==> config.mk <==
export PLATFORM = sky130hd
export DESIGN_NAME = base64_stream_decoder_unit
export DESIGN_NICKNAME = d
export VERILOG_FILES = /design/src/rtl/core/b64d_pkg.sv /design/src/rtl/core/b64d_front.sv /design/src/rtl/core/b64d_queue.sv /design/src/rtl/core/b64d_back.sv /design/src/rtl/core/base64_stream_decoder_unit.sv
export SDC_FILE = /design/constraint.sdc
export NUM_CORES = 1
export LEC_CHECK = 0
export BUFFER_PORTS_ARGS = -buffer_cell sky130_fd_sc_hd__buf_2
export CORE_MARGIN = 5
export CORE_UTILIZATION = 62
export DETAILED_ROUTE_END_ITERATION = 12
export PLACE_DENSITY = 0.85
export SKIP_CTS_REPAIR_TIMING = 1
export SKIP_LAST_GASP = 1
export SLEW_MARGIN = 20
export SYNTH_ARGS = -nofsm -noshare
export SYNTH_HDL_FRONTEND = slang
export SYNTH_HIERARCHICAL = 1
export SYNTH_SLANG_ARGS = --single-unit
==> constraint.sdc <==
create_clock -name i_clk -period 6.4 [get_ports i_clk]
set_input_delay 0.64 -clock i_clk [delete_from_list [all_inputs] [get_ports i_clk]]
set_output_delay 0.64 -clock i_clk [all_outputs]
set_load 0.03 [all_outputs]
==> src/rtl/core/b64d_pkg.sv <==
// Shared types, result codes and the character classifier for the base64 stream decoder.
// No dependencies; imported by every module of the decoder.
package b64d_pkg;

    // Result kinds as seen on the output channel.
    localparam logic [1:0] KIND_DATA = 2'd0;
    localparam logic [1:0] KIND_OK   = 2'd1;
    localparam logic [1:0] KIND_FAIL = 2'd2;

    localparam logic [15:0] MAX_OUT_LEN_RESET = 16'hFFFF;
    localparam int          QUEUE_DEPTH_DEF   = 4;

    typedef logic [5:0] t_sextet;

    // One decoded group: up to three data bytes, optionally followed by a status.
    typedef struct packed {
        logic [7:0] byte0;
        logic [7:0] byte1;
        logic [7:0] byte2;
        logic [1:0] n_data;
        logic       has_status;
        logic [1:0] status_kind;
    } t_job;

    // Map a character to {valid, sextet}; invalid characters map to zero.
    function automatic logic [6:0] sextet_of(input logic [7:0] c);
        logic [6:0] res;
        res = 7'd0;
        if (c >= 8'h41 && c <= 8'h5A) begin
            res = {1'b1, 6'(c - 8'h41)};
        end else if (c >= 8'h61 && c <= 8'h7A) begin
            res = {1'b1, 6'(c - 8'h61 + 8'd26)};
        end else if (c >= 8'h30 && c <= 8'h39) begin
            res = {1'b1, 6'(c - 8'h30 + 8'd52)};
        end else if (c == 8'h2B) begin
            res = {1'b1, 6'd62};
        end else if (c == 8'h2F) begin
            res = {1'b1, 6'd63};
        end
        return res;
    endfunction

endpackage

==> src/rtl/core/b64d_front.sv <==
// Front end: accepts characters, gathers groups of four and turns each finished group
// into one job record. Holds the capacity register and message state. Uses b64d_pkg.
module b64d_front (
    input  logic              i_clk,
    input  logic              i_rst_n,
    input  logic              i_in_valid,
    output logic              o_in_ready,
    input  logic [7:0]        i_in_char,
    input  logic              i_end_of_text,
    input  logic              i_cfg_valid,
    output logic              o_cfg_ready,
    input  logic [15:0]       i_cfg_max_out_len,
    input  logic              i_push_ready,
    output logic              o_push,
    output b64d_pkg::t_job    o_job
);
    import b64d_pkg::*;

    logic [15:0] r_max_out_len, n_max_out_len;
    t_sextet     r_sx [3];
    t_sextet     n_sx [3];
    logic [2:0]  r_mk, n_mk;
    logic [1:0]  r_pos, n_pos;
    logic [15:0] r_bw, n_bw;
    logic        r_failed, n_failed;

    logic [6:0]  cls;
    t_sextet     v;
    logic        ok;
    t_sextet     e_sx [3];
    logic [2:0]  e_mk;
    logic        ok3;
    logic        accept;
    logic        group_done;
    logic        cap_fail;
    logic        fail;
    logic [1:0]  n_data;

    assign o_in_ready  = i_push_ready;
    assign o_cfg_ready = 1'b1;
    assign accept      = i_in_valid && o_in_ready;

    assign cls = sextet_of(i_in_char);
    assign v   = cls[5:0];
    assign ok  = cls[6];

    // Current character overlays its slot; later slots are still clear.
    always_comb begin
        for (int i = 0; i < 3; i++) begin
            e_sx[i] = (r_pos == 2'(i)) ? v  : r_sx[i];
            e_mk[i] = (r_pos == 2'(i)) ? ok : r_mk[i];
        end
    end

    assign ok3        = (r_pos == 2'd3) && ok;
    assign group_done = (r_pos == 2'd3) || i_end_of_text;
    assign cap_fail   = ({1'b0, r_bw} + 17'd3) >= {1'b0, r_max_out_len};
    assign fail       = cap_fail || !e_mk[0] || !e_mk[1];
    assign n_data     = fail ? 2'd0 : (e_mk[2] ? (ok3 ? 2'd3 : 2'd2) : 2'd1);

    always_comb begin
        o_job.byte0       = {e_sx[0], e_sx[1][5:4]};
        o_job.byte1       = {e_sx[1][3:0], e_sx[2][5:2]};
        o_job.byte2       = {e_sx[2][1:0], v};
        o_job.n_data      = n_data;
        o_job.has_status  = fail || i_end_of_text;
        o_job.status_kind = fail ? KIND_FAIL : KIND_OK;
    end

    assign o_push = accept && !r_failed && group_done;

    always_comb begin
        n_max_out_len = r_max_out_len;
        n_sx          = r_sx;
        n_mk          = r_mk;
        n_pos         = r_pos;
        n_bw          = r_bw;
        n_failed      = r_failed;
        if (i_cfg_valid) begin
            n_max_out_len = i_cfg_max_out_len;
        end
        if (accept) begin
            if (r_failed) begin
                // drop characters until the end of the failed message
                if (i_end_of_text) begin
                    n_sx     = '{default: '0};
                    n_mk     = 3'd0;
                    n_pos    = 2'd0;
                    n_bw     = 16'd0;
                    n_failed = 1'b0;
                end
            end else if (group_done) begin
                n_sx  = '{default: '0};
                n_mk  = 3'd0;
                n_pos = 2'd0;
                if (i_end_of_text) begin
                    n_bw     = 16'd0;
                    n_failed = 1'b0;
                end else if (fail) begin
                    n_failed = 1'b1;
                end else begin
                    n_bw = r_bw + 16'(n_data);
                end
            end else begin
                n_sx[r_pos] = v;
                n_mk[r_pos] = ok;
                n_pos       = r_pos + 2'd1;
            end
        end
    end

    always_ff @(posedge i_clk) begin
        if (!i_rst_n) begin
            r_max_out_len <= MAX_OUT_LEN_RESET;
            r_sx          <= '{default: '0};
            r_mk          <= 3'd0;
            r_pos         <= 2'd0;
            r_bw          <= 16'd0;
            r_failed      <= 1'b0;
        end else begin
            r_max_out_len <= n_max_out_len;
            r_sx          <= n_sx;
            r_mk          <= n_mk;
            r_pos         <= n_pos;
            r_bw          <= n_bw;
            r_failed      <= n_failed;
        end
    end

endmodule

==> src/rtl/core/b64d_queue.sv <==
// Short job queue between the front and back ends of the decoder.
// Register-based ring with a fill count. Uses b64d_pkg.
module b64d_queue #(
    parameter int DEPTH = b64d_pkg::QUEUE_DEPTH_DEF
) (
    input  logic              i_clk,
    input  logic              i_rst_n,
    input  logic              i_push,
    input  b64d_pkg::t_job    i_job,
    output logic              o_push_ready,
    input  logic              i_pop,
    output logic              o_nonempty,
    output b64d_pkg::t_job    o_head
);
    import b64d_pkg::*;

    localparam int IW = (DEPTH > 1) ? $clog2(DEPTH) : 1;
    localparam int CW = $clog2(DEPTH + 1);

    t_job            r_mem [DEPTH];
    logic [IW-1:0]   r_head, n_head;
    logic [IW-1:0]   r_tail, n_tail;
    logic [CW-1:0]   r_count, n_count;
    logic            do_push;
    logic            do_pop;

    assign o_push_ready = (r_count != CW'(DEPTH));
    assign o_nonempty   = (r_count != '0);
    assign o_head       = r_mem[r_head];
    assign do_push      = i_push && o_push_ready;
    assign do_pop       = i_pop && o_nonempty;

    always_comb begin
        n_head  = r_head;
        n_tail  = r_tail;
        n_count = r_count;
        if (do_push) begin
            n_tail = (r_tail == IW'(DEPTH - 1)) ? '0 : r_tail + IW'(1);
        end
        if (do_pop) begin
            n_head = (r_head == IW'(DEPTH - 1)) ? '0 : r_head + IW'(1);
        end
        if (do_push && !do_pop) begin
            n_count = r_count + CW'(1);
        end else if (do_pop && !do_push) begin
            n_count = r_count - CW'(1);
        end
    end

    always_ff @(posedge i_clk) begin
        if (do_push) begin
            r_mem[r_tail] <= i_job;
        end
    end

    always_ff @(posedge i_clk) begin
        if (!i_rst_n) begin
            r_head  <= '0;
            r_tail  <= '0;
            r_count <= '0;
        end else begin
            r_head  <= n_head;
            r_tail  <= n_tail;
            r_count <= n_count;
        end
    end

endmodule

==> src/rtl/core/b64d_back.sv <==
// Back end: expands the job at the head of the queue into result items, one per cycle
// while the output is ready, through a single output register. Uses b64d_pkg.
module b64d_back (
    input  logic              i_clk,
    input  logic              i_rst_n,
    input  logic              i_nonempty,
    input  b64d_pkg::t_job    i_head,
    output logic              o_pop,
    output logic              o_out_valid,
    input  logic              i_out_ready,
    output logic [7:0]        o_out_byte,
    output logic [1:0]        o_kind,
    output logic              o_last
);
    import b64d_pkg::*;

    logic [1:0] r_step, n_step;
    logic       r_valid, n_valid;
    logic [7:0] r_byte, n_byte;
    logic [1:0] r_kind, n_kind;
    logic       r_last, n_last;

    logic       load;
    logic [2:0] total;
    logic       final_step;
    logic [7:0] sel_byte;
    logic [1:0] sel_kind;

    assign load       = i_nonempty && (!r_valid || i_out_ready);
    assign total      = {1'b0, i_head.n_data} + {2'b00, i_head.has_status};
    assign final_step = ({1'b0, r_step} + 3'd1) == total;
    assign o_pop      = load && final_step;

    always_comb begin
        if (r_step < i_head.n_data) begin
            case (r_step)
                2'd0:    sel_byte = i_head.byte0;
                2'd1:    sel_byte = i_head.byte1;
                default: sel_byte = i_head.byte2;
            endcase
            sel_kind = KIND_DATA;
        end else begin
            sel_byte = 8'd0;
            sel_kind = i_head.status_kind;
        end
    end

    always_comb begin
        n_step  = r_step;
        n_valid = r_valid;
        n_byte  = r_byte;
        n_kind  = r_kind;
        n_last  = r_last;
        if (load) begin
            n_valid = 1'b1;
            n_byte  = sel_byte;
            n_kind  = sel_kind;
            n_last  = final_step;
            n_step  = final_step ? 2'd0 : r_step + 2'd1;
        end else if (i_out_ready) begin
            n_valid = 1'b0;
        end
    end

    always_ff @(posedge i_clk) begin
        if (!i_rst_n) begin
            r_step  <= 2'd0;
            r_valid <= 1'b0;
        end else begin
            r_step  <= n_step;
            r_valid <= n_valid;
        end
    end

    always_ff @(posedge i_clk) begin
        r_byte <= n_byte;
        r_kind <= n_kind;
        r_last <= n_last;
    end

    assign o_out_valid = r_valid;
    assign o_out_byte  = r_byte;
    assign o_kind      = r_kind;
    assign o_last      = r_last;

endmodule

==> src/rtl/core/base64_stream_decoder_unit.sv <==
// Base64 stream decoder: one character per cycle in while the queue has room, one result
// item per cycle out while the output is ready. A group's first result passes through
// the queue write and then the back end output register after its closing character.
// Throughput: 1 character per cycle; the back end issues 1 result per cycle, so the
// job queue (QUEUE_DEPTH groups) only fills when the output side stalls.
// Reset (synchronous, active low) clears message state, queue and output; the
// capacity register returns to 65535.
module base64_stream_decoder_unit #(
    parameter int QUEUE_DEPTH = b64d_pkg::QUEUE_DEPTH_DEF
) (
    input  logic        i_clk,
    input  logic        i_rst_n,
    // character input
    input  logic        i_in_valid,
    output logic        o_in_ready,
    input  logic [7:0]  i_in_char,
    input  logic        i_end_of_text,
    // result output
    output logic        o_out_valid,
    input  logic        i_out_ready,
    output logic [7:0]  o_out_byte,
    output logic [1:0]  o_kind,
    output logic        o_last,
    // capacity register write
    input  logic        i_cfg_valid,
    output logic        o_cfg_ready,
    input  logic [15:0] i_cfg_max_out_len
);
    import b64d_pkg::*;

    // Front to queue: one job per finished group (or per failing / final group).
    logic  push;
    logic  push_ready;
    t_job  job;

    // Queue to back end.
    logic  pop;
    logic  nonempty;
    t_job  head;

    // Classify characters, track group and message state, and hold the capacity
    // register. Stall input only when the queue is full.
    b64d_front u_front (
        .i_clk             (i_clk),
        .i_rst_n           (i_rst_n),
        .i_in_valid        (i_in_valid),
        .o_in_ready        (o_in_ready),
        .i_in_char         (i_in_char),
        .i_end_of_text     (i_end_of_text),
        .i_cfg_valid       (i_cfg_valid),
        .o_cfg_ready       (o_cfg_ready),
        .i_cfg_max_out_len (i_cfg_max_out_len),
        .i_push_ready      (push_ready),
        .o_push            (push),
        .o_job             (job)
    );

    // Decouple the two sides so a stalled output does not block character intake.
    b64d_queue #(
        .DEPTH (QUEUE_DEPTH)
    ) u_queue (
        .i_clk        (i_clk),
        .i_rst_n      (i_rst_n),
        .i_push       (push),
        .i_job        (job),
        .o_push_ready (push_ready),
        .i_pop        (pop),
        .o_nonempty   (nonempty),
        .o_head       (head)
    );

    // One result per cycle from the head job unless stalled; pop it with its last result.
    b64d_back u_back (
        .i_clk       (i_clk),
        .i_rst_n     (i_rst_n),
        .i_nonempty  (nonempty),
        .i_head      (head),
        .o_pop       (pop),
        .o_out_valid (o_out_valid),
        .i_out_ready (i_out_ready),
        .o_out_byte  (o_out_byte),
        .o_kind      (o_kind),
        .o_last      (o_last)
    );

endmodule

==> results of run 1 <==
[cell families after synthesis]
group | count (synthesis) | synth area share, %
AO/OA/AOI/OAI | 166 | 12.1
flip-flops | 195 | 54.7
adder cells (fa/ha/maj) | 45 | 6.11
multiplexers | 43 | 8.50
XOR/XNOR | 22 | 2.04
other | 1 | 0.0396
buffers and inverters | 83 | 3.79
AND/OR/NAND/NOR | 232 | 12.7
[placed cells by master (no fill, tap or decap), types with 5 or more instances in the layout]
cell type                   count
sky130_fd_sc_hd__inv_8          5
sky130_fd_sc_hd__xor2_1         8
sky130_fd_sc_hd__and2_1        18
sky130_fd_sc_hd__dfxtp_1       67
sky130_fd_sc_hd__a41oi_1       11
sky130_fd_sc_hd__a31oi_1        5
sky130_fd_sc_hd__mux4_2        29
sky130_fd_sc_hd__nor3_1         6
sky130_fd_sc_hd__inv_6          6
sky130_fd_sc_hd__ha_1          43
sky130_fd_sc_hd__a22oi_1       15
sky130_fd_sc_hd__mux2i_1        5
sky130_fd_sc_hd__a21boi_0       6
sky130_fd_sc_hd__nor2b_1       17
sky130_fd_sc_hd__o211ai_1      19
sky130_fd_sc_hd__a21oi_1       38
sky130_fd_sc_hd__o21ai_0       17
sky130_fd_sc_hd__inv_1         43
sky130_fd_sc_hd__xnor2_1       14
sky130_fd_sc_hd__edfxtp_1     127
sky130_fd_sc_hd__o21ai_1        5
sky130_fd_sc_hd__a32oi_1        7
sky130_fd_sc_hd__nor2_1        39
sky130_fd_sc_hd__nand4_1       12
sky130_fd_sc_hd__clkbuf_16     17
sky130_fd_sc_hd__nand2_1       68
sky130_fd_sc_hd__mux2_2         9
sky130_fd_sc_hd__a211oi_1       5
sky130_fd_sc_hd__buf_2         42
sky130_fd_sc_hd__nand3_1       27
sky130_fd_sc_hd__o21a_1         8
sky130_fd_sc_hd__nand2b_1       8
[final cells by class]
type | instances | area share [%]
Sequential cell | 195 | 50.0
Multi-Input combinational cell | 509 | 38.0
Clock buffer | 17 | 4.11
Tap cell | 188 | 2.27
Timing Repair Buffer | 45 | 2.25
Clock inverter | 15 | 1.75
Inverter | 44 | 1.60
[flip-flops by register name (all words and copies together), names as in the netlist, named ones only]
signal                 cells
u_queue/r_tail             2
u_queue/r_head             2
u_front/r_pos              2
u_front/r_max_out_len     16
u_queue/r_count            3
u_back/o_out_valid         1
u_back/r_step              2
u_front/r_mk               3
u_front/r_bw              16
u_back/o_out_byte          8
u_queue/r_mem            116
u_back/o_last              1
u_front/r_failed           1
u_front/r_sx              18
u_back/o_kind              2
[power by group through the flow]
stage,combinational (mW),clock [mW],sequential (mW)
final,0.707,1.09,1.55
after global routing,0.772,1.16,1.56
after CTS,0.707,1.11,1.55
after detailed placement,0.700,0,1.58
after global placement,0.675,0,1.57
after floorplan,0.452,0,1.64
[through the flow]
step | total power, mW | utilization, % | hold WS, ps
2_1_floorplan | 2.09 | - | 444
3_3_place_gp | 2.24 | 64.5 | 459
3_5_place_dp | 2.28 | 64.5 | 469
4_1_cts | 3.37 | 68.6 | 394
5_1_grt | 3.49 | 68.6 | 421
6_report | 3.35 | 68.6 | 413
[how the worst max path moves through the flow]
stage,startpoint,depth (start not counted),slack [ps],end
finish,u_front/r_bw[0],22,670,u_front/r_bw[14]
CTS,u_front/r_bw[0],22,760,u_front/r_bw[14]
detailed placement,u_front/r_bw[0],22,790,u_front/r_bw[14]
floorplan,u_front/r_bw[1],21,1410,u_front/r_bw[14]
global route,u_front/r_bw[1],21,150,u_front/r_bw[14]
global placement,u_front/r_bw[0],22,1030,u_front/r_bw[14]
[cells in the mapped netlist (all sizes together), types with 8 or more instances]
cell    instances  share of area (%)
mux2            9                1.1
nor2           40                1.6
nand4          12               0.79
and2           21                1.4
buf            21                1.3
o21ai          22                1.2
o21a            8               0.63
dfxtp          68                 14
and3            8               0.58
edfxtp        127                 40
a22oi          15                1.2
nor3            8               0.59
xor2            8               0.74
o211ai         19                1.5
a41oi          11                1.0
nor2b          17                1.1
ha             43                5.7
a21oi          38                2.0
clkbuf         18               0.73
nand3          27                1.4
nand2b          8               0.53
xnor2          14                1.3
inv            43                1.7
nand2          68                2.7
mux4           29                6.9
[worst register-to-register path, cell delays in order, from the launching register on]
cell and delay, ps:
sky130_fd_sc_hd__dfxtp_1 480, sky130_fd_sc_hd__inv_1 120, sky130_fd_sc_hd__ha_1 270, sky130_fd_sc_hd__or3_1 490, sky130_fd_sc_hd__nor2_1 170, sky130_fd_sc_hd__xor2_1 170, sky130_fd_sc_hd__ha_1 270, sky130_fd_sc_hd__a21oi_1 150
sky130_fd_sc_hd__o21ai_0 120, sky130_fd_sc_hd__a2111oi_0 560, sky130_fd_sc_hd__a211oi_1 280, sky130_fd_sc_hd__nor2_1 150, sky130_fd_sc_hd__buf_4 150, sky130_fd_sc_hd__inv_1 90, sky130_fd_sc_hd__a21oi_1 290, sky130_fd_sc_hd__ha_1 260
sky130_fd_sc_hd__fa_1 200, sky130_fd_sc_hd__inv_1 90, sky130_fd_sc_hd__nor4_1 520, sky130_fd_sc_hd__nand3_1 190, sky130_fd_sc_hd__or2_2 340, sky130_fd_sc_hd__nand3_1 80, sky130_fd_sc_hd__o311ai_0 120
[per-layer routing]
metal / global-route usage (%) / vias to the layer above / share of wire, %
met5: 0 / - / 0
met4: 7.09 / 0 / 2.2
met3: 5.40 / 42 / 6.8
met2: 40.0 / 282 / 49
met1: 32.1 / 3235 / 42
li1: - / 3005 / -
==> metrics.md, run 1 <==
| Metric | Value |
|---|---|
| Worst min-delay path category | `in2reg` |
| Design internal power | `2.34 mW` |
| Initial Util | `62.7%` |
| CP bufs+invs | `4` |
| Net Switching | `1.01 mW` |
| Final worst clock skew | `11.3 ps` |
| Worst Path Class, Setup | `reg2reg` |
| Number of top-level pins | `44` |
| Worst-case clock buffer depth | `2` |
| Final hold violations | `0` |
| Maximum clock frequency | `174 MHz` |
| Slowest-stage cell, CP | `sky130_fd_sc_hd__a2111oi_0` |
| CTS Sinks | `195` |
| Final weighted congestion in routability-driven placement | `0.914` |
| FF-to-FF setup slack | `670 ps` |
| Clock root cell | `sky130_fd_sc_hd__clkbuf_16` |
| Endpoint kind of the worst setup timing path | `register` |
| Number of setup violations in the final report | `0` |
| Number of flops mapped to enable cells by yosys | `127` |
| Layout filler cell count | `1,048` |
| Setup repair after global routing missed its margin | `false` |
| Core region area | `0.0151 sq mm` |
| Pin count of the biggest net entering global routing | `63` |
| Clock latency on the worst-skew pair | `440 ps` |
| Max-Cap Viols | `0` |
| Remaining routing DRC violations | `0` |
| Count of antenna diodes in the layout | `0` |
| Hold Path End | `u_front/r_max_out_len[9]` |
| Launch point of the worst reg-to-reg path | `u_front/r_bw[0]` |
| Fraction of layout cells with a size suffix above 1 | `15.8%` |
| FF+latch area | `0.00518 sq mm` |
| Arrival time reported for the critical path endpoint | `6010 ps` |
| Total routing resource utilization after global routing | `24.1%` |
| Count of mapped cells out of synthesis | `787` |
| Antenna violations before repair | `0` |
| Share of total power consumed by net switching | `30.1%` |
| Detail-routed via count per cell | `6.48` |
| Congestion Overflow GR | `0` |
| Average cell area after synthesis | `12.0 sq um` |
| Max FO, Critical Path | `8` |
| Net count after synthesis | `862` |
| Reg2reg end | `u_front/r_bw[14]` |
| Total Die Area | `0.0178 sq mm` |
| Cell area reported after detailed placement | `0.00974 sq mm` |
| Total number of vias | `6,564` |
| Relative contribution of sequential cells to total power | `46.3%` |
| Number of nets in the layout | `887` |
| Violation count after the first detailed-routing iteration | `723` |
| HPWL after detailed placement | `13,800 um` |
| Clock transition at the registers of the reported paths | `80 ps` |
| Htree depth | `4` |
| CTS Buf Count | `17` |
| Area added between synthesis and finish | `9.40%` |
| Relative slew slack | `32.0%` |
| Post-route setup TNS | `0 ps` |
| CTS tree | `yes` |
| Via count of the first global-routing pass | `6,366` |
| Transition at the pin with the smallest max-transition slack | `1010 ps` |
| Dpl cells | `981` |
| Count of warnings emitted by yosys | `6` |
| First-pass iteration count of the detailed router | `5` |
| Antenna Violating Nets Remaining | `0` |
| Final clock period utilization by the worst path | `89.5%` |
| Power share of the combinational group | `21.1%` |
| Area of the multi-input gates | `0.00394 sq mm` |
| Final instance count without filler cells | `1,013` |
| Vertical extent of the die | `134 um` |
| Cells traversed along the worst timing path | `inv_1, ha_1, or3_1, nor2_1, xor2_1, ha_1, a21oi_1, o21ai_0, a2111oi_0, a211oi_1, nor2_1, buf_4, inv_1, a21oi_1, ha_1, fa_1, inv_1, nor4_1, nand3_1, or2_2, nand3_1, o311ai_0` |
| Cell depth of the worst min-delay path | `3` |
| #FFs+latches synth | `195` |
| Leakage Power | `3.80 nW` |
| Final setup slack of the worst path | `669 ps` |
| Worst endpoint required time | `6670 ps` |
| Worst reg2reg path depth | `22` |
| Min-Delay Startpoint | `i_cfg_max_out_len[9]` |
| Peak VDD IR | `0.230 mV` |
| Status | `completed` |
| Total power density per cell area | `324 mW/mm^2` |
| Clock group share of total power | `32.6%` |
| Die span in x | `134 um` |
| Wire length per cell after detailed routing | `20.7 um` |
| Largest stage delay, worst path | `560 ps` |
| Number of distinct standard cells referenced by the synthesized netlist | `74` |
| Worst path top cell family by delay | `simple AND/OR/NAND/NOR gates` |
| Type of element launching the critical path | `register` |
| Post-layout min period | `5730 ps` |
| First-pass GRT wire length | `33,800 um` |
| Number of max-slew violations in the final report | `0` |
| Most used DFF post-synth | `sky130_fd_sc_hd__edfxtp_1` |
| Post-route cell area | `0.0104 sq mm` |
| Number of input and output port buffers inserted | `42` |
| Post-Synthesis Cell Area | `0.00946 sq mm` |
| Aggregate routed wire length | `21,000 um` |
| Pre-CTS setup slack | `793 ps` |
| Post-synthesis async set-or-reset flop share | `0%` |
| Num rows | `45` |
| Portion of the post-synthesis area used by sequential elements | `54.7%` |
(Power assumes the default switching activity.)
==> run 2, diff against run 1 <==
==> constraint.sdc (replaced) <==
create_clock -name i_clk -period 6.4 [get_ports i_clk]
set_input_delay 0 -clock i_clk [delete_from_list [all_inputs] [get_ports i_clk]]
set_output_delay 0 -clock i_clk [all_outputs]
set_load 0.03 [all_outputs]
==> metrics.md, run 2 (same netlist as run 1, synthesis figures left out) <==
| Metric | Value |
|---|---|
| Final setup slack of the worst path | `674 ps` |
| Final worst clock skew | `11.7 ps` |
| Initial Util | `62.7%` |
| Register with the most flip-flops | `u_queue/r_mem` |
| Worst reg2reg path depth | `22` |
| Htree depth | `4` |
| Core region area | `0.0151 sq mm` |
| CTS tree | `yes` |
| Type of element launching the critical path | `register` |
| Worst min-delay path category | `in2reg` |
| Transition at the pin with the smallest max-transition slack | `1040 ps` |
| Number of input and output port buffers inserted | `42` |
| First-pass iteration count of the detailed router | `6` |
| Pin count of the biggest net entering global routing | `63` |
| Relative slew slack | `30.4%` |
| Wire length per cell after detailed routing | `20.7 um` |
| Launch point of the worst reg-to-reg path | `u_front/r_bw[0]` |
| Die span in x | `134 um` |
| Via count of the first global-routing pass | `6,366` |
| Final clock period utilization by the worst path | `89.5%` |
| Max FO, Critical Path | `8` |
| Clock group share of total power | `32.5%` |
| Largest stage delay, worst path | `560 ps` |
| Cell depth of the worst min-delay path | `4` |
| Total Die Area | `0.0178 sq mm` |
| Final hold violations | `0` |
| Vertical extent of the die | `134 um` |
| Leading cell types in the layout, fill and taps excluded | `sky130_fd_sc_hd__edfxtp_1, sky130_fd_sc_hd__nand2_1, sky130_fd_sc_hd__dfxtp_1, sky130_fd_sc_hd__inv_1, sky130_fd_sc_hd__ha_1` |
| Count of antenna diodes in the layout | `0` |
| Design internal power | `2.35 mW` |
| Pre-CTS setup slack | `793 ps` |
| HPWL after detailed placement | `13,800 um` |
| Detail-routed via count per cell | `6.44` |
| Peak VDD IR | `0.228 mV` |
| Status | `completed` |
| Post-route cell area | `0.0105 sq mm` |
| Worst endpoint required time | `6670 ps` |
| Number of setup violations in the final report | `0` |
| Leakage Power | `3.87 nW` |
| Aggregate routed wire length | `21,300 um` |
| Number of top-level pins | `44` |
| Power share of the combinational group | `21.4%` |
| Antenna Violating Nets Remaining | `0` |
| Worst-case clock buffer depth | `2` |
| CTS Sinks | `195` |
| Total routing resource utilization after global routing | `24.1%` |
| Max-Cap Viols | `0` |
| Cells traversed along the worst timing path | `inv_1, ha_1, or3_1, nor2_1, xor2_1, ha_1, a21oi_1, o21ai_0, a2111oi_0, a211oi_1, nor2_1, buf_4, inv_1, a21oi_1, ha_1, fa_1, inv_1, nor4_1, nand3_1, or2_2, nand3_1, o311ai_0` |
| Share of total power consumed by net switching | `30.2%` |
| Num rows | `45` |
| Violation count after the first detailed-routing iteration | `631` |
| Maximum clock frequency | `175 MHz` |
| Flip-flop count of the largest register after layout | `116` |
| Worst Path Class, Setup | `reg2reg` |
| Antenna violations before repair | `0` |
| Endpoint kind of the worst setup timing path | `register` |
| Total power | `3.36 mW` |
| Congestion Overflow GR | `0` |
| Clock latency on the worst-skew pair | `440 ps` |
| Relative contribution of sequential cells to total power | `46.1%` |
| CTS Buf Count | `17` |
| Reg2reg end | `u_front/r_bw[14]` |
| Hold Path End | `u_front/r_bw[0]` |
| Total power density per cell area | `319 mW/mm^2` |
| Final weighted congestion in routability-driven placement | `0.914` |
| Number of nets in the layout | `905` |
| Min-Delay Startpoint | `i_in_valid` |
| Cell area reported after detailed placement | `0.00974 sq mm` |
| Setup repair after global routing missed its margin | `false` |
| Post-layout min period | `5730 ps` |
| Leading cell type in the layout, fill and taps excluded | `sky130_fd_sc_hd__edfxtp_1` |
| Clock transition at the registers of the reported paths | `80 ps` |
| Area added between synthesis and finish | `11.3%` |
| Arrival time reported for the critical path endpoint | `6000 ps` |
| Clock root cell | `sky130_fd_sc_hd__clkbuf_16` |
| Slowest-stage cell, CP | `sky130_fd_sc_hd__a2111oi_0` |
| First-pass GRT wire length | `33,800 um` |
| Post-route setup TNS | `0 ps` |
| Number of max-slew violations in the final report | `0` |
| Remaining routing DRC violations | `0` |
| Leading registers by flop count | `u_queue/r_mem x116, u_front/r_sx x18` |
| Net Switching | `1.01 mW` |
| FF-to-FF setup slack | `670 ps` |
| Total number of vias | `6,636` |
| Fraction of layout cells with a size suffix above 1 | `15.4%` |
-- run 2: changes by cell type in the layout (fill, tap and decap cells not counted) --
cell                            before  now
sky130_fd_sc_hd__dlygate4sd3_1       0   18
-- run 2: worst max-delay path: cells and delay by family (launching register included) --
family,cells,cell delay [ps]
and+or+nand+nor,7,1950
AOI/OAI and AO/OA,6,1520
adders and majority gates,4,1000
DFF,1,480
buffers and inverters,4,450
xor gates and xnor gates,1,170
-- run 2: final cells by class --
| cell class | count | area [sq um] |
|---|---|---|
| Tap cell | 188 | 235 |
| Timing Repair Buffer | 63 | 413 |
| Inverter | 44 | 165 |
| Sequential cell | 195 | 5180 |
| Multi-Input combinational cell | 509 | 3940 |
| Clock inverter | 15 | 181 |
| Fill cell | 1015 | 4560 |
| Clock buffer | 17 | 425 |
-- run 2: worst max path at each step --
| stage | start | endpoint | slack [ps] | cells past startpoint |
|---|---|---|---|---|
| floorplan | u_front/r_bw[1] | u_front/r_bw[14] | 1410 | 21 |
| global placement | u_front/r_bw[0] | u_front/r_bw[14] | 1030 | 22 |
| detailed placement | u_front/r_bw[0] | u_front/r_bw[14] | 790 | 22 |
| CTS | u_front/r_bw[0] | u_front/r_bw[14] | 760 | 22 |
| global route | u_front/r_bw[1] | u_front/r_bw[14] | 150 | 21 |
| finish | u_front/r_bw[0] | u_front/r_bw[14] | 670 | 22 |
-- run 2: power groups by stage --
| stage | Combinational, mW | Sequential (mW) | Clock, mW |
|---|---|---|---|
| floorplan | 0.452 | 1.64 | 0 |
| finish | 0.719 | 1.55 | 1.09 |
| CTS | 0.707 | 1.55 | 1.11 |
| global placement | 0.675 | 1.57 | 0 |
| global route | 0.781 | 1.56 | 1.16 |
| detailed placement | 0.700 | 1.58 | 0 |
-- run 2: metal layers --
metal  wire length [um]  vias up  track usage (%)
met1               8900     3273             32.1
met4                399        0             7.09
li1                   -     3045                -
met2              10700      282             40.0
met3               1350       36             5.40
met5                  0        -                0
-- run 2: stage by stage --
step           hold WS, ps  utilization (%)  instances
2_1_floorplan          126                -        787
3_3_place_gp           215             64.5        981
3_5_place_dp           219             64.5        981
4_1_cts               -246             68.6       1013
5_1_grt               22.8             69.8       1031
6_report              14.4             69.8       1031
==> run 3, diff against run 2 <==
--- a/config.mk
+++ b/config.mk
@@ -10,6 +10,7 @@
 export CORE_UTILIZATION = 62
 export DETAILED_ROUTE_END_ITERATION = 12
 export PLACE_DENSITY = 0.85
+export RECOVER_POWER = 50
 export SKIP_CTS_REPAIR_TIMING = 1
 export SKIP_LAST_GASP = 1
 export SLEW_MARGIN = 20
==> constraint.sdc (replaced) <==
create_clock -name i_clk -period 6.4 [get_ports i_clk]
set_input_delay 0.32 -clock i_clk [delete_from_list [all_inputs] [get_ports i_clk]]
set_output_delay 0.32 -clock i_clk [all_outputs]
set_load 0.03 [all_outputs]
==> metrics.md, run 3 (same netlist as run 1, synthesis figures left out) <==
| Metric | Value |
|---|---|
| Status | `finished with violations` |
| Violations in the final reports | `max-capacitance violations, max-slew violations` |
| Max-Cap Viols | `2` |
| Max FO, Critical Path | `8` |
| Cell area reported after detailed placement | `0.00974 sq mm` |
| Worst endpoint required time | `6680 ps` |
| CTS Sinks | `195` |
| Clock transition at the registers of the reported paths | `80 ps` |
| Met1 routed wirelength after detailed routing | `8770 um` |
| Total routing resource utilization after global routing | `24.1%` |
| Fraction of layout cells with a size suffix above 1 | `12.4%` |
| Via count of the first global-routing pass | `6,366` |
| Clock root cell | `sky130_fd_sc_hd__clkbuf_16` |
| Area added between synthesis and finish | `9.00%` |
| Routed met3 length | `1430 um` |
| Number of max-slew violations in the final report | `85` |
| Final worst clock skew | `11.6 ps` |
| Met2 wirelength from detailed routing | `10,300 um` |
| Final weighted congestion in routability-driven placement | `0.914` |
| Post-route cell area | `0.0103 sq mm` |
| Flip-flop count of the largest register after layout | `116` |
| Leading cell type in the layout, fill and taps excluded | `sky130_fd_sc_hd__edfxtp_1` |
| First-pass GRT wire length | `33,800 um` |
| Setup repair after global routing missed its margin | `false` |
| Number of setup violations in the final report | `0` |
| Count of antenna diodes in the layout | `0` |
| Remaining routing DRC violations | `0` |
| Post-layout min period | `5680 ps` |
| Post-route setup TNS | `0 ps` |
| Violation count after the first detailed-routing iteration | `586` |
| Wire length per cell after detailed routing | `20.7 um` |
| Htree depth | `4` |
| Peak VDD IR | `0.231 mV` |
| Final hold violations | `0` |
| Total Die Area | `0.0178 sq mm` |
| Arrival time reported for the critical path endpoint | `5950 ps` |
| Total power density per cell area | `323 mW/mm^2` |
| Num rows | `45` |
| Number of nets in the layout | `887` |
| Total number of vias | `6,552` |
| Die span in x | `134 um` |
| Aggregate routed wire length | `21,000 um` |
| Number of top-level pins | `44` |
| Congestion Overflow GR | `0` |
| HPWL after detailed placement | `13,800 um` |
| Relative slew slack | `-61.8%` |
| Maximum clock frequency | `176 MHz` |
| Vertical extent of the die | `134 um` |
| Pin count of the biggest net entering global routing | `63` |
| Register with the most flip-flops | `u_queue/r_mem` |
| Leading registers by flop count | `u_queue/r_mem x116, u_front/r_sx x18` |
| Final clock period utilization by the worst path | `88.7%` |
| Leakage Power | `3.75 nW` |
| First-pass iteration count of the detailed router | `5` |
| Clock latency on the worst-skew pair | `440 ps` |
| Worst-case clock buffer depth | `2` |
| Leading cell types in the layout, fill and taps excluded | `sky130_fd_sc_hd__edfxtp_1, sky130_fd_sc_hd__nand2_1, sky130_fd_sc_hd__dfxtp_1, sky130_fd_sc_hd__inv_1, sky130_fd_sc_hd__ha_1` |
| Detail-routed via count per cell | `6.47` |
| Endpoint kind of the worst setup timing path | `register` |
| Worst min-delay path category | `in2reg` |
| Antenna violations before repair | `0` |
| Type of element launching the critical path | `register` |
| Number of input and output port buffers inserted | `42` |
| CTS tree | `yes` |
| Worst Path Class, Setup | `reg2reg` |
| Transition at the pin with the smallest max-transition slack | `2430 ps` |
| Initial Util | `62.7%` |
| Antenna Violating Nets Remaining | `0` |
| Top sig layer | `met4` |
| Core region area | `0.0151 sq mm` |
| CTS Buf Count | `17` |
==> run 3: metal layers <==
layer / vias to the layer above / track usage [%]
met5: - / 0
met4: 0 / 7.09
met3: 48 / 5.40
met2: 293 / 40.0
met1: 3205 / 32.1
li1: 3006 / -
==> run 3: worst max-delay path: stages (launching register included) <==
cell,delay (ps)
sky130_fd_sc_hd__dfxtp_1,470
sky130_fd_sc_hd__inv_1,120
sky130_fd_sc_hd__ha_1,270
sky130_fd_sc_hd__or3_1,490
sky130_fd_sc_hd__nor2_1,170
sky130_fd_sc_hd__xor2_1,170
sky130_fd_sc_hd__ha_1,270
sky130_fd_sc_hd__a21oi_1,150
sky130_fd_sc_hd__o21ai_0,120
sky130_fd_sc_hd__a2111oi_0,550
sky130_fd_sc_hd__a211oi_1,280
sky130_fd_sc_hd__nor2_1,150
sky130_fd_sc_hd__buf_4,150
sky130_fd_sc_hd__inv_1,90
sky130_fd_sc_hd__a21oi_1,290
sky130_fd_sc_hd__ha_1,260
sky130_fd_sc_hd__fa_1,210
sky130_fd_sc_hd__inv_1,90
sky130_fd_sc_hd__nor4_1,500
sky130_fd_sc_hd__nand3_1,190
sky130_fd_sc_hd__or2_2,340
sky130_fd_sc_hd__nand3_1,80
sky130_fd_sc_hd__o311ai_0,120
==> run 3: area by class of cell <==
type	instances	area (sq um)
sequential	195	5170
multi-input combinational	509	3920
tap	188	235
clock inverter	15	181
fill	1060	4770
timing repair buffer	45	210
clock buffer	17	425
inverter	44	165
==> run 3: through the flow <==
step	total power [mW]	instances	setup WS (ps)	hold slack [ps]	util, %
after detailed placement	2.28	981	793	469	64.5
after global placement	2.24	981	1030	459	64.5
final	3.33	1013	723	91.2	68.4
after global routing	3.47	1013	146	101	68.4
after floorplan	2.09	787	1410	444	-
after CTS	3.37	1013	762	74.2	68.6
==> run 3: final timing paths <==
check | start | cells after the start | slack (ps) | end
min | i_cfg_max_out_len[9] | 3 | 90 | u_front/r_max_out_len[9]
min reg2reg | u_front/r_sx[9] | 2 | 490 | u_front/r_sx[9]
max reg2reg | u_front/r_bw[0] | 22 | 720 | u_front/r_bw[14]
max | u_front/r_bw[0] | 22 | 720 | u_front/r_bw[14]
==> run 3: where the power goes <==
group	switching [mW]	total (mW)	leakage, nW	internal (mW)
logic	0.455	0.685	1.71	0.229
registers	0.0542	1.55	1.74	1.50
clock network	0.500	1.10	0.299	0.596
